## src/rtl/core/wavhp_pkg.sv

```systemverilog
// Shared types and constants for the WAV header chunk parser.
package wavhp_pkg;

	localparam logic [31:0] TAG_RIFF = 32'h4646_4952;
	localparam logic [31:0] TAG_WAVE = 32'h4556_4157;
	localparam logic [31:0] TAG_FMT  = 32'h2074_6D66;
	localparam logic [31:0] TAG_DATA = 32'h6174_6164;

	// fmt body bytes captured, and the offsets of the fields within it
	localparam logic [3:0] FMT_LAST_K  = 4'd15;
	localparam logic [3:0] K_CH_LO     = 4'd2;
	localparam logic [3:0] K_CH_HI     = 4'd3;
	localparam logic [3:0] K_RATE_0    = 4'd4;
	localparam logic [3:0] K_RATE_1    = 4'd5;
	localparam logic [3:0] K_RATE_2    = 4'd6;
	localparam logic [3:0] K_RATE_3    = 4'd7;
	localparam logic [3:0] K_BITS_LO   = 4'd14;
	localparam logic [3:0] K_BITS_HI   = 4'd15;

	localparam logic [2:0] TAG_LAST_IDX = 3'd3;
	localparam logic [2:0] HDR_LAST_IDX = 3'd7;

	typedef enum logic [2:0] {
		PH_RIFF,
		PH_RSIZE,
		PH_WAVE,
		PH_HDR,
		PH_SKIP,
		PH_DONE
	} phase_t;

	typedef struct packed {
		logic        emit;
		logic        header_valid;
		logic [15:0] channel_count;
		logic [31:0] rate_hz;
		logic [15:0] sample_bits;
		logic [31:0] body_offset;
		logic [31:0] body_length;
	} res_t;

endpackage

```

## src/rtl/core/wavhp_core.sv

```systemverilog
// Per-byte parser state and the next-state logic for one header byte.
module wavhp_core (
	input  logic                clk,
	input  logic                arst_n,
	input  logic                step_en,
	input  logic [7:0]          data_byte,
	input  logic                last_byte,
	output wavhp_pkg::res_t     res
);
	import wavhp_pkg::*;

	phase_t      phase_q, phase_nx;
	logic [31:0] pos_q, pos_nx;
	logic [31:0] tag_q, tag_nx;
	logic [31:0] size_q, size_nx;
	logic [32:0] skip_q, skip_nx;
	logic [2:0]  hbi_q, hbi_nx;
	logic [4:0]  fci_q, fci_nx;
	logic [15:0] sh_ch_q, sh_ch_nx;
	logic [31:0] sh_rate_q, sh_rate_nx;
	logic [15:0] sh_bits_q, sh_bits_nx;
	logic [15:0] hd_ch_q, hd_ch_nx;
	logic [31:0] hd_rate_q, hd_rate_nx;
	logic [15:0] hd_bits_q, hd_bits_nx;
	logic        fmt_seen_q, fmt_seen_nx;
	logic        riff_ok_q, riff_ok_nx;
	logic        sent_q, sent_nx;

	always_ff @(posedge clk or negedge arst_n) begin
		if (!arst_n) begin
			phase_q    <= PH_RIFF;
			pos_q      <= '0;
			tag_q      <= '0;
			size_q     <= '0;
			skip_q     <= '0;
			hbi_q      <= '0;
			fci_q      <= '0;
			sh_ch_q    <= '0;
			sh_rate_q  <= '0;
			sh_bits_q  <= '0;
			hd_ch_q    <= '0;
			hd_rate_q  <= '0;
			hd_bits_q  <= '0;
			fmt_seen_q <= 1'b0;
			riff_ok_q  <= 1'b0;
			sent_q     <= 1'b0;
		end else if (step_en) begin
			phase_q    <= phase_nx;
			pos_q      <= pos_nx;
			tag_q      <= tag_nx;
			size_q     <= size_nx;
			skip_q     <= skip_nx;
			hbi_q      <= hbi_nx;
			fci_q      <= fci_nx;
			sh_ch_q    <= sh_ch_nx;
			sh_rate_q  <= sh_rate_nx;
			sh_bits_q  <= sh_bits_nx;
			hd_ch_q    <= hd_ch_nx;
			hd_rate_q  <= hd_rate_nx;
			hd_bits_q  <= hd_bits_nx;
			fmt_seen_q <= fmt_seen_nx;
			riff_ok_q  <= riff_ok_nx;
			sent_q     <= sent_nx;
		end
	end

	always_comb begin
		logic [3:0]  k;
		logic [31:0] tag_sh;
		logic [31:0] size_sh;
		logic [32:0] skip_dec;

		phase_nx    = phase_q;
		pos_nx      = pos_q + 32'd1;
		tag_nx      = tag_q;
		size_nx     = size_q;
		skip_nx     = skip_q;
		hbi_nx      = hbi_q;
		fci_nx      = fci_q;
		sh_ch_nx    = sh_ch_q;
		sh_rate_nx  = sh_rate_q;
		sh_bits_nx  = sh_bits_q;
		hd_ch_nx    = hd_ch_q;
		hd_rate_nx  = hd_rate_q;
		hd_bits_nx  = hd_bits_q;
		fmt_seen_nx = fmt_seen_q;
		riff_ok_nx  = riff_ok_q;
		sent_nx     = sent_q;
		res         = '0;

		k        = fci_q[3:0] - 4'd1;
		tag_sh   = {data_byte, tag_q[31:8]};
		size_sh  = {data_byte, size_q[31:8]};
		skip_dec = skip_q - 33'd1;

		// fmt body capture runs alongside chunk walking
		if ((phase_q == PH_HDR || phase_q == PH_SKIP) && fci_q != 5'd0) begin
			case (k)
				K_CH_LO:   sh_ch_nx[7:0]     = data_byte;
				K_CH_HI:   sh_ch_nx[15:8]    = data_byte;
				K_RATE_0:  sh_rate_nx[7:0]   = data_byte;
				K_RATE_1:  sh_rate_nx[15:8]  = data_byte;
				K_RATE_2:  sh_rate_nx[23:16] = data_byte;
				K_RATE_3:  sh_rate_nx[31:24] = data_byte;
				K_BITS_LO: sh_bits_nx[7:0]   = data_byte;
				K_BITS_HI: sh_bits_nx[15:8]  = data_byte;
				default: ;
			endcase
			if (k == FMT_LAST_K) begin
				hd_ch_nx    = sh_ch_nx;
				hd_rate_nx  = sh_rate_nx;
				hd_bits_nx  = sh_bits_nx;
				fmt_seen_nx = 1'b1;
				fci_nx      = 5'd0;
			end else begin
				fci_nx = fci_q + 5'd1;
			end
		end

		case (phase_q)
			PH_RIFF, PH_WAVE: begin
				tag_nx = tag_sh;
				if (hbi_q == TAG_LAST_IDX) begin
					hbi_nx = '0;
					if (phase_q == PH_RIFF) begin
						phase_nx = (tag_sh == TAG_RIFF) ? PH_RSIZE : PH_DONE;
					end else if (tag_sh == TAG_WAVE) begin
						riff_ok_nx = 1'b1;
						phase_nx   = PH_HDR;
					end else begin
						phase_nx = PH_DONE;
					end
				end else begin
					hbi_nx = hbi_q + 3'd1;
				end
			end
			PH_RSIZE: begin
				if (hbi_q == TAG_LAST_IDX) begin
					hbi_nx   = '0;
					phase_nx = PH_WAVE;
				end else begin
					hbi_nx = hbi_q + 3'd1;
				end
			end
			PH_HDR: begin
				if (!hbi_q[2]) tag_nx = tag_sh;
				else size_nx = size_sh;
				if (hbi_q == HDR_LAST_IDX) begin
					hbi_nx = '0;
					if (tag_q == TAG_DATA && riff_ok_q) begin
						res.emit         = 1'b1;
						res.header_valid = fmt_seen_nx;
						if (fmt_seen_nx) begin
							res.channel_count = hd_ch_nx;
							res.rate_hz       = hd_rate_nx;
							res.sample_bits   = hd_bits_nx;
							res.body_offset   = pos_nx;
							res.body_length   = size_sh;
						end
						sent_nx  = 1'b1;
						phase_nx = PH_DONE;
					end else begin
						skip_nx = {1'b0, size_sh} + {32'd0, size_sh[0]};
						if (tag_q == TAG_FMT) begin
							fci_nx     = 5'd1;
							sh_ch_nx   = '0;
							sh_rate_nx = '0;
							sh_bits_nx = '0;
						end
						phase_nx = (skip_nx != 33'd0) ? PH_SKIP : PH_HDR;
					end
				end else begin
					hbi_nx = hbi_q + 3'd1;
				end
			end
			PH_SKIP: begin
				if (skip_q != 33'd0) skip_nx = skip_dec;
				if (skip_nx == 33'd0) phase_nx = PH_HDR;
			end
			default: ;
		endcase

		// end of buffer: report once if nothing was sent, then start over
		if (last_byte) begin
			if (!res.emit && !sent_q) begin
				res      = '0;
				res.emit = 1'b1;
			end
			phase_nx    = PH_RIFF;
			pos_nx      = '0;
			tag_nx      = '0;
			size_nx     = '0;
			skip_nx     = '0;
			hbi_nx      = '0;
			fci_nx      = '0;
			sh_ch_nx    = '0;
			sh_rate_nx  = '0;
			sh_bits_nx  = '0;
			hd_ch_nx    = '0;
			hd_rate_nx  = '0;
			hd_bits_nx  = '0;
			fmt_seen_nx = 1'b0;
			riff_ok_nx  = 1'b0;
			sent_nx     = 1'b0;
		end
	end

endmodule

```

## src/rtl/core/wav_header_chunk_parser.sv

```systemverilog
// Top level of the streaming RIFF/WAVE header parser.
//
// Input channel: one header byte per request on data_byte, with
// last_byte set on the final byte of the buffer. Output channel: at most
// one result per buffer, carrying header_valid, the fmt fields, the data
// body offset and the data chunk size; fields are zero when the header
// is invalid.
// A result is emitted on the byte that completes the data chunk header,
// or on the last byte if no data chunk was reached. Bytes after that are
// consumed without effect until the last byte, which rearms the parser.
// An accepted byte is first held in the input register; it is parsed
// from there, and its result, if any, goes into the result register
// that drives the outputs. Throughput is one byte per cycle while the
// receiver does not stall a pending result; the per-byte update is a
// single pass of counter and shift logic.
// When the receiver stalls with a result pending, the block takes at most
// one more byte into its input register and then raises in_stall until
// the result is taken. Bytes that cause no result still wait for the
// result slot to free up.
// Reset (arst_n low) clears all parser state and drops any pending result.
module wav_header_chunk_parser (
	input  logic        clk,
	input  logic        arst_n,
	input  logic        in_valid,
	output logic        in_stall,
	input  logic [7:0]  data_byte,
	input  logic        last_byte,
	output logic        out_valid,
	input  logic        out_stall,
	output logic        header_valid,
	output logic [15:0] channel_count,
	output logic [31:0] rate_hz,
	output logic [15:0] sample_bits,
	output logic [31:0] body_offset,
	output logic [31:0] body_length
);
	import wavhp_pkg::*;

	logic       v_s1;
	logic [7:0] byte_s1;
	logic       last_s1;
	logic       out_valid_q;
	res_t       res;
	res_t       res_q;
	logic       advance;
	logic       step_en;

	assign advance  = !out_valid_q || !out_stall;
	assign step_en  = v_s1 && advance;
	assign in_stall = v_s1 && !advance;

	always_ff @(posedge clk or negedge arst_n) begin
		if (!arst_n) begin
			v_s1 <= 1'b0;
		end else if (!in_stall) begin
			v_s1 <= in_valid;
		end
	end

	always_ff @(posedge clk) begin
		if (in_valid && !in_stall) begin
			byte_s1 <= data_byte;
			last_s1 <= last_byte;
		end
	end

	wavhp_core u_core (
		.clk       (clk),
		.arst_n    (arst_n),
		.step_en   (step_en),
		.data_byte (byte_s1),
		.last_byte (last_s1),
		.res       (res)
	);

	always_ff @(posedge clk or negedge arst_n) begin
		if (!arst_n) begin
			out_valid_q <= 1'b0;
		end else if (advance) begin
			out_valid_q <= step_en && res.emit;
		end
	end

	always_ff @(posedge clk) begin
		if (step_en && res.emit) begin
			res_q <= res;
		end
	end

	assign out_valid     = out_valid_q;
	assign header_valid  = res_q.header_valid;
	assign channel_count = res_q.channel_count;
	assign rate_hz       = res_q.rate_hz;
	assign sample_bits   = res_q.sample_bits;
	assign body_offset   = res_q.body_offset;
	assign body_length   = res_q.body_length;

endmodule

```

## config.mk

```make
export PLATFORM = sky130hd
export DESIGN_NAME = wav_header_chunk_parser
export DESIGN_NICKNAME = d
export VERILOG_FILES = /design/src/rtl/core/wavhp_pkg.sv /design/src/rtl/core/wavhp_core.sv /design/src/rtl/core/wav_header_chunk_parser.sv
export SDC_FILE = /design/constraint.sdc
export NUM_CORES = 1
export LEC_CHECK = 0
export ABC_AREA = 1
export ABC_CLOCK_PERIOD_IN_PS = 6900
export BUFFER_PORTS_ARGS = -buffer_cell sky130_fd_sc_hd__buf_2
export CORE_MARGIN = 2
export CORE_UTILIZATION = 57
export CTS_BUF_LIST = sky130_fd_sc_hd__clkbuf_8
export DETAILED_ROUTE_END_ITERATION = 12
export HOLD_SLACK_MARGIN = 0.15
export PLACE_DENSITY = 0.89
export SLEW_MARGIN = 20
export SYNTH_ARGS = -nofsm -noshare
export SYNTH_HDL_FRONTEND = slang
export SYNTH_SLANG_ARGS = --single-unit
export TNS_END_PERCENT = 20
```

## constraint.sdc

```tcl
create_clock -name clk -period 6.9 [get_ports clk]
set_clock_uncertainty 0.1 [all_clocks]
set_input_delay 0.345 -clock clk [delete_from_list [all_inputs] [get_ports clk]]
set_output_delay 0.345 -clock clk [all_outputs]
set_load 0.03 [all_outputs]
```

---- After elaboration in Yosys (flattened, before gate mapping) ----
Index checks and enable logic that the tools add are counted.
word-level totals
  register bits after elaboration ......... 411
  input port bits ......................... 13
  output and inout port bits .............. 131
  logic and storage cells ................. 185
cells by class
  add/sub/neg operators ................... 6
  equality and inequality tests ........... 25
  mux-type cells .......................... 88
  reduce and logical (&&, ||, !) cells .... 40
operators by type and width
  operator                                                                  number
  130-bit 2-to-1 mux                                                        5
  32-bit 2-to-1 mux                                                         15
  16-bit 2-to-1 mux                                                         18
  33-bit 2-to-1 mux                                                         5
  128-bit 2-to-1 mux                                                        1
  32-bit by 31-bit equality test with 1-bit output (second input constant)  3
  33-bit case mux with 2 select lines                                       1
  33-bit nonzero test                                                       2
  8-bit 2-to-1 mux                                                          8
  32-bit case mux with 2 select lines                                       1
  3-bit 2-to-1 mux                                                          13
  5-bit 2-to-1 mux                                                          7
  32-bit by 1-bit adder with 33-bit output                                  1
  33-bit zero test                                                          1
  33-bit by 1-bit subtractor with 33-bit output (second input constant)     1
  32-bit by 1-bit adder with 32-bit output (second input constant)          1
  32-bit by 30-bit equality test with 1-bit output (second input constant)  1
  4-bit by 3-bit equality test with 1-bit output (second input constant)    4
  2-bit nonzero test                                                        7
  1-bit 2-to-1 mux                                                          12
  3-bit != test (second input constant)                                     4
  3-bit case mux with 4 select lines                                        1
  5-bit nonzero test                                                        2
  3-bit by 2-bit equality test with 1-bit output (second input constant)    3
  22 further kinds                                                          42

---- Logic depth before layout (Yosys ltp) ----
  depth after elaboration ................. 14
  mapped depth ............................ 19
  mapped depth without buffers ............ 19

---- Cells and area by module ----
Synthesis repeated with hierarchy kept, for this count alone.
unflattened totals
  cells, all modules ...................... 2,457
  area, all modules ....................... 20,095.5 um^2
modules (own cells, without submodules)
  module                   times used  cells each  area each (um^2)  seq. area each (um^2)
  wavhp_core               1           2,304       15,850.2          6,381.1
  wav_header_chunk_parser  1           153         4,245.3           4,194.0

---- Worst setup path before layout ----
OpenSTA, ideal clock, no wires.
  path kind ............................... register to register
  start point ............................. register u_core.tag_q[12]
  end point ............................... register res_q (netlist bit body_length[0]) (enable)
  library setup time ...................... 0.620 ns
  arrival ................................. 6.626 ns
  required time ........................... 6.180 ns
  slack ................................... -0.446 ns
  cell stages (with the launch flop) ...... 10
  path buffers ............................ 0
  clock period less this slack ............ 7.346 ns
  cells stage by stage .................... dfrtp_1 -> nor4_1 -> nand2_1 -> nor2_1 -> nand2_1 -> nor2_1 -> nand2_1 -> o21ai_0 -> inv_1 -> nor2_1
between the ends
  longest elaborated chain between the ends .. 10
RTL lines
  element                                             RTL line                       source
  start, declared                                     wavhp_core.sv:14               logic [31:0] tag_q, tag_nx;
  start signal, assigned                              wavhp_core.sv:50               tag_q <= tag_nx;
  32-bit by 31-bit equality test with 1-bit output *  wavhp_core.sv:150              if (tag_q == TAG_DATA && riff_ok_q) begin
  1-bit logical AND *                                 wavhp_core.sv:150
  130-bit 2-to-1 mux *                                wavhp_core.sv:150
  130-bit 2-to-1 mux *                                wavhp_core.sv:148              if (hbi_q == HDR_LAST_IDX) begin
  130-bit 2-to-1 mux *                                wavhp_core.sv:120              case (phase_q)
  1-bit zero test                                     wavhp_core.sv:185              if (!res.emit && !sent_q) begin
  1-bit logical AND                                   wavhp_core.sv:185
  130-bit 2-to-1 mux                                  wavhp_core.sv:185
  130-bit 2-to-1 mux *                                wavhp_core.sv:184              if (last_byte) begin
  1-bit logical AND *                                 wav_header_chunk_parser.sv:85  if (step_en && res.emit) begin
  end signal, assigned                                wav_header_chunk_parser.sv:86  res_q <= res;
  end, declared                                       wav_header_chunk_parser.sv:44  res_t res_q;
Every way passes the cells marked *; elsewhere a longest branch is shown, timed or not.
A chain may end at the register's enable or synchronous reset.

---- Final worst setup path ----
  start point ............................. register u_core.phase_q[1]
  end point ............................... register u_core.skip_q[21]
between the ends
  longest elaborated chain between the ends .. 3
  elaborated cells on any way between the ends .. 8
  those cells by class .................... eq/ne: 4; mux: 2; reduce/logical: 2
RTL lines
  element                                                                                       RTL line           source
  start, declared                                                                               wavhp_core.sv:12   phase_t phase_q, phase_nx;
  start signal, assigned                                                                        wavhp_core.sv:48   phase_q <= phase_nx;
  3-bit by 2-bit equality test with 1-bit output / 3-bit equality test (equally long branches)  wavhp_core.sv:120
  3-bit != test (no line) (tied with other cells)                                               --
  4-bit AND reduction (no line) / 33-bit 2-to-1 mux (equally long branches)                     --
  end signal, assigned                                                                          wavhp_core.sv:52   skip_q <= skip_nx;
  end, declared                                                                                 wavhp_core.sv:16   logic [32:0] skip_q, skip_nx;
Parallel ways exist; a longest one is shown, timed or not.

==> impl_metrics.py <==
metrics = {
    "global_route": {
        "grt_pass1_wl_um": 84680,
        "antenna_found_initial": 0,
        "grt_busiest_layer": "met2",
        "grt_usage": 0.2985,
        "met3_usage": 0.04922,
        "grt_max_degree": 131,
        "grt_use_met1": 0.3986,
        "grtUsageMet2": 0.4760,
        "grt-ovfl-total": 0,
        "grt_pass1_vias": 16598,
    },
    "critical_path": {
        "crit_required_ns": 7.35,
        "cp-startpoint": "u_core.phase_q[1]",
        "critPathKind": "register to register",
        "cp_common_cell": "inv_1",
        "cp.depth": 11,
        "cp_max_fo": 54,
        "r2r-end": "u_core.skip_q[21]",
        "crit_end": "u_core.skip_q[21]",
        "cpPeakStageDelay_ns": 0.62,
        "crit_chain": "nor2_1 -> inv_1 -> nor2_4 -> buf_4 -> inv_1 -> a21oi_2 -> buf_4 -> nand2_1 -> inv_1 -> o21ai_0 -> o21ai_0",
        "endpoint_kind": "register",
        "rr_worst_depth": 11,
        "cpMaxStageDelayCell": "nand2_1",
        "r2r-start": "u_core.phase_q[1]",
        "path_buf_inv": 5,
        "cp.arrival_ns": 4.40,
        "cp-start-kind": "register",
        "critPathTopFamily": "buffers and inverters",
        "r2r_slack_ns": 2.95,
    },
    "synthesis": {
        "yosysMostFrequentCell": "nand2_1",
        "synth_warnings": 0,
        "synth-seq-area-share": 0.5478,
        "synth_top_family_by_area": "simple AND/OR/NAND/NOR gates",
        "synth-edff-count": 138,
        "synth.largest_area_cell": "dfrtp_1",
        "netlist.area_leader.share": 0.3332,
        "synth.distinct_cells": 49,
        "ys_ff_latch": 395,
        "synth_common_cells": "nand2_1 (568), nor2_1 (297), o21ai_0 (296)",
        "async_flop_share": 0.6506,
        "synth-main-ff-cell": "dfrtp_1",
        "syn_area_um2": 19300,
        "synthAdderAreaFrac": 0.008426,
        "postSynthCellCount": 2281,
        "synthSimpleGateAreaFrac": 0.2242,
        "synth_area_leaders": "dfrtp_1 (33%), edfxtp_1 (21%), nand2_1 (11%), o21ai_0 (7.7%), nor2_1 (5.8%)",
        "synth_nets": 2307,
        "synth_compound_area_frac": 0.1257,
        "synthMuxAreaShare": 0.002333,
        "synth_xor_area_frac": 0.02262,
        "avgSynthCellArea_um2": 8.463,
    },
    "routing": {
        "antenna_left": 0,
        "drt_first_pass_iters": 6,
        "wl_per_cell_um": 18.28,
        "drc": 0,
        "drtIter0Drc": 1935,
        "routed_wirelength_um": 53150,
        "vias": 17179,
        "viasPerCell": 5.907,
    },
    "final_layout": {
        "diodes": 0,
        "nets": 2435,
        "drive_gt1_frac": 0.1215,
        "multi_input_area_um2": 7433,
        "final-seq-area_um2": 10580,
        "fin_cells": 2908,
        "nFillCells": 2562,
        "utilization": 0.6518,
        "syn_to_final_growth_pct": 12.94,
    },
    "clocking": {
        "insertion_delay_ns": 0.65,
        "root_buffer": "clkbuf_8",
        "path_clk_slew_ns": 0.07,
        "cts_tree": "done",
        "cts_sinks": 395,
        "htree_levels": 2,
        "numCtsBuffers": 60,
        "clockBufferDepth": 3,
    },
    "timing": {
        "clock.fmax_ghz": 0.2531,
        "fin_crit_sh": 0.5726,
        "setup_viol": 0,
        "slew_violations": 0,
        "hold_violations": 0,
        "grt_setup_unrepaired": "false",
        "maxSlewHeadroom": 0.2708,
        "worst_slack_ns": 2.949,
        "fin_setup_tns_ns": 0,
        "period_needed_ns": 3.951,
        "tightest_slew_ns": 1.091,
    },
    "die": {
        "die_h_um": 188.0,
        "die_w_um": 188.0,
        "dieArea_um2": 35350,
        "ios": 144,
        "rows": 67,
        "core-area_um2": 33450,
        "initial_core_util": 0.5771,
    },
    "placed_design": {
        "hpwl_um": 33920,
        "place_congestion": 0.9406,
        "place_ws_ns": 2.752,
        "port_buffers": 143,
        "dp.cells": 2781,
    },
    "power_and_ir_drop": {
        "ir_worst_vdd_mv": 0.2945,
        "powerDensity_nw_per_um2": 343.4,
        "p_leak_nw": 9.390,
        "p_total_mw": 7.487,
    },
    "hold_path": {
        "min_path_type": "primary input to asynchronous set/reset pin",
    },
    "outcome": {
        "status": "finished, final reports clean",
    },
    "job": {
        "maxCapViolCount": 0,
    },
}
-- final cells by class --
type                    instances  share of cell area
clock inverters                48             0.02341
inverters                     227             0.03925
multi-input cells            1556              0.3409
repair buffers                169             0.04459
well taps                     448             0.02571
flip-flops and latches        395              0.4850
clock buffers                  65             0.04103
-- what timing repair did --
item,CTS,global route
setup endpoints to repair,0,0
hold buffers,14,0
hold endpoints to repair,138,0
setup buffers,0,0
resized for setup,0,0
-- cells by family (layout without fill, tap and decap cells) --
family,count (synthesis),after routing
and+or+nand+nor,1043,1043
AOI/OAI and AO/OA,447,447
DFF,395,395
buffers and inverters,330,509
xor gates and xnor gates,49,49
adders and majority gates,13,13
muxes,4,4
-- flip-flops by register name (all words and copies together), names as in the netlist, 16 cells and up --
register	count
body_length	32
body_offset	32
channel_count	16
rate_hz	32
sample_bits	16
u_core.hd_bits_q	16
u_core.hd_ch_q	16
u_core.hd_rate_q	32
u_core.pos_q	32
u_core.sh_ch_q	16
u_core.sh_rate_q	32
u_core.size_q	24
u_core.skip_q	33
u_core.tag_q	32
-- how the worst min path moves through the flow --
stage	end	slack [ns]	from
after detailed placement	u_core.hd_rate_q[30]	0.37	u_core.hd_rate_q[30]
after global routing	byte_s1[2]	0.36	data_byte[2]
final	u_core.size_q[16]	0.28	arst_n
after floorplan	out_valid	-0.05	arst_n
after CTS	u_core.size_q[9]	0.35	arst_n
after global placement	u_core.hd_rate_q[31]	0.36	u_core.hd_rate_q[31]
-- through the flow --
step	instance area, um2	hold WS (ns)
floorplan	19310	-0.05059
global placement	20250	0.3609
detailed placement	20250	0.3680
CTS	21790	0.3485
global route	21800	0.3585
finish	21800	0.2785
-- routing by layer --
layer | vias up | share of wire
met2 | 1038 | 0.46
met3 | 203 | 0.089
met1 | 8151 | 0.40
met5 | - | 0
li1 | 7787 | -
met4 | 0 | 0.049
-- layout by cell type (no fill, tap or decap), types with 47 or more instances in the layout --
cell	count
nand2_1	567
nor2_1	296
o21ai_0	296
dfrtp_1	257
inv_1	228
buf_2	142
edfxtp_1	138
nand3_1	89
o22ai_1	81
clkbuf_8	65
xor2_1	47
-- power by group --
group / leakage (nW) / internal, mW / switching, mW / total, mW
registers: 4.90 / 2.64 / 0.197 / 2.84
logic: 3.72 / 0.670 / 1.72 / 2.39
clock network: 0.768 / 1.29 / 0.963 / 2.26
total: 9.39 / 4.61 / 2.88 / 7.49
Power figures use the tool's default switching activity.
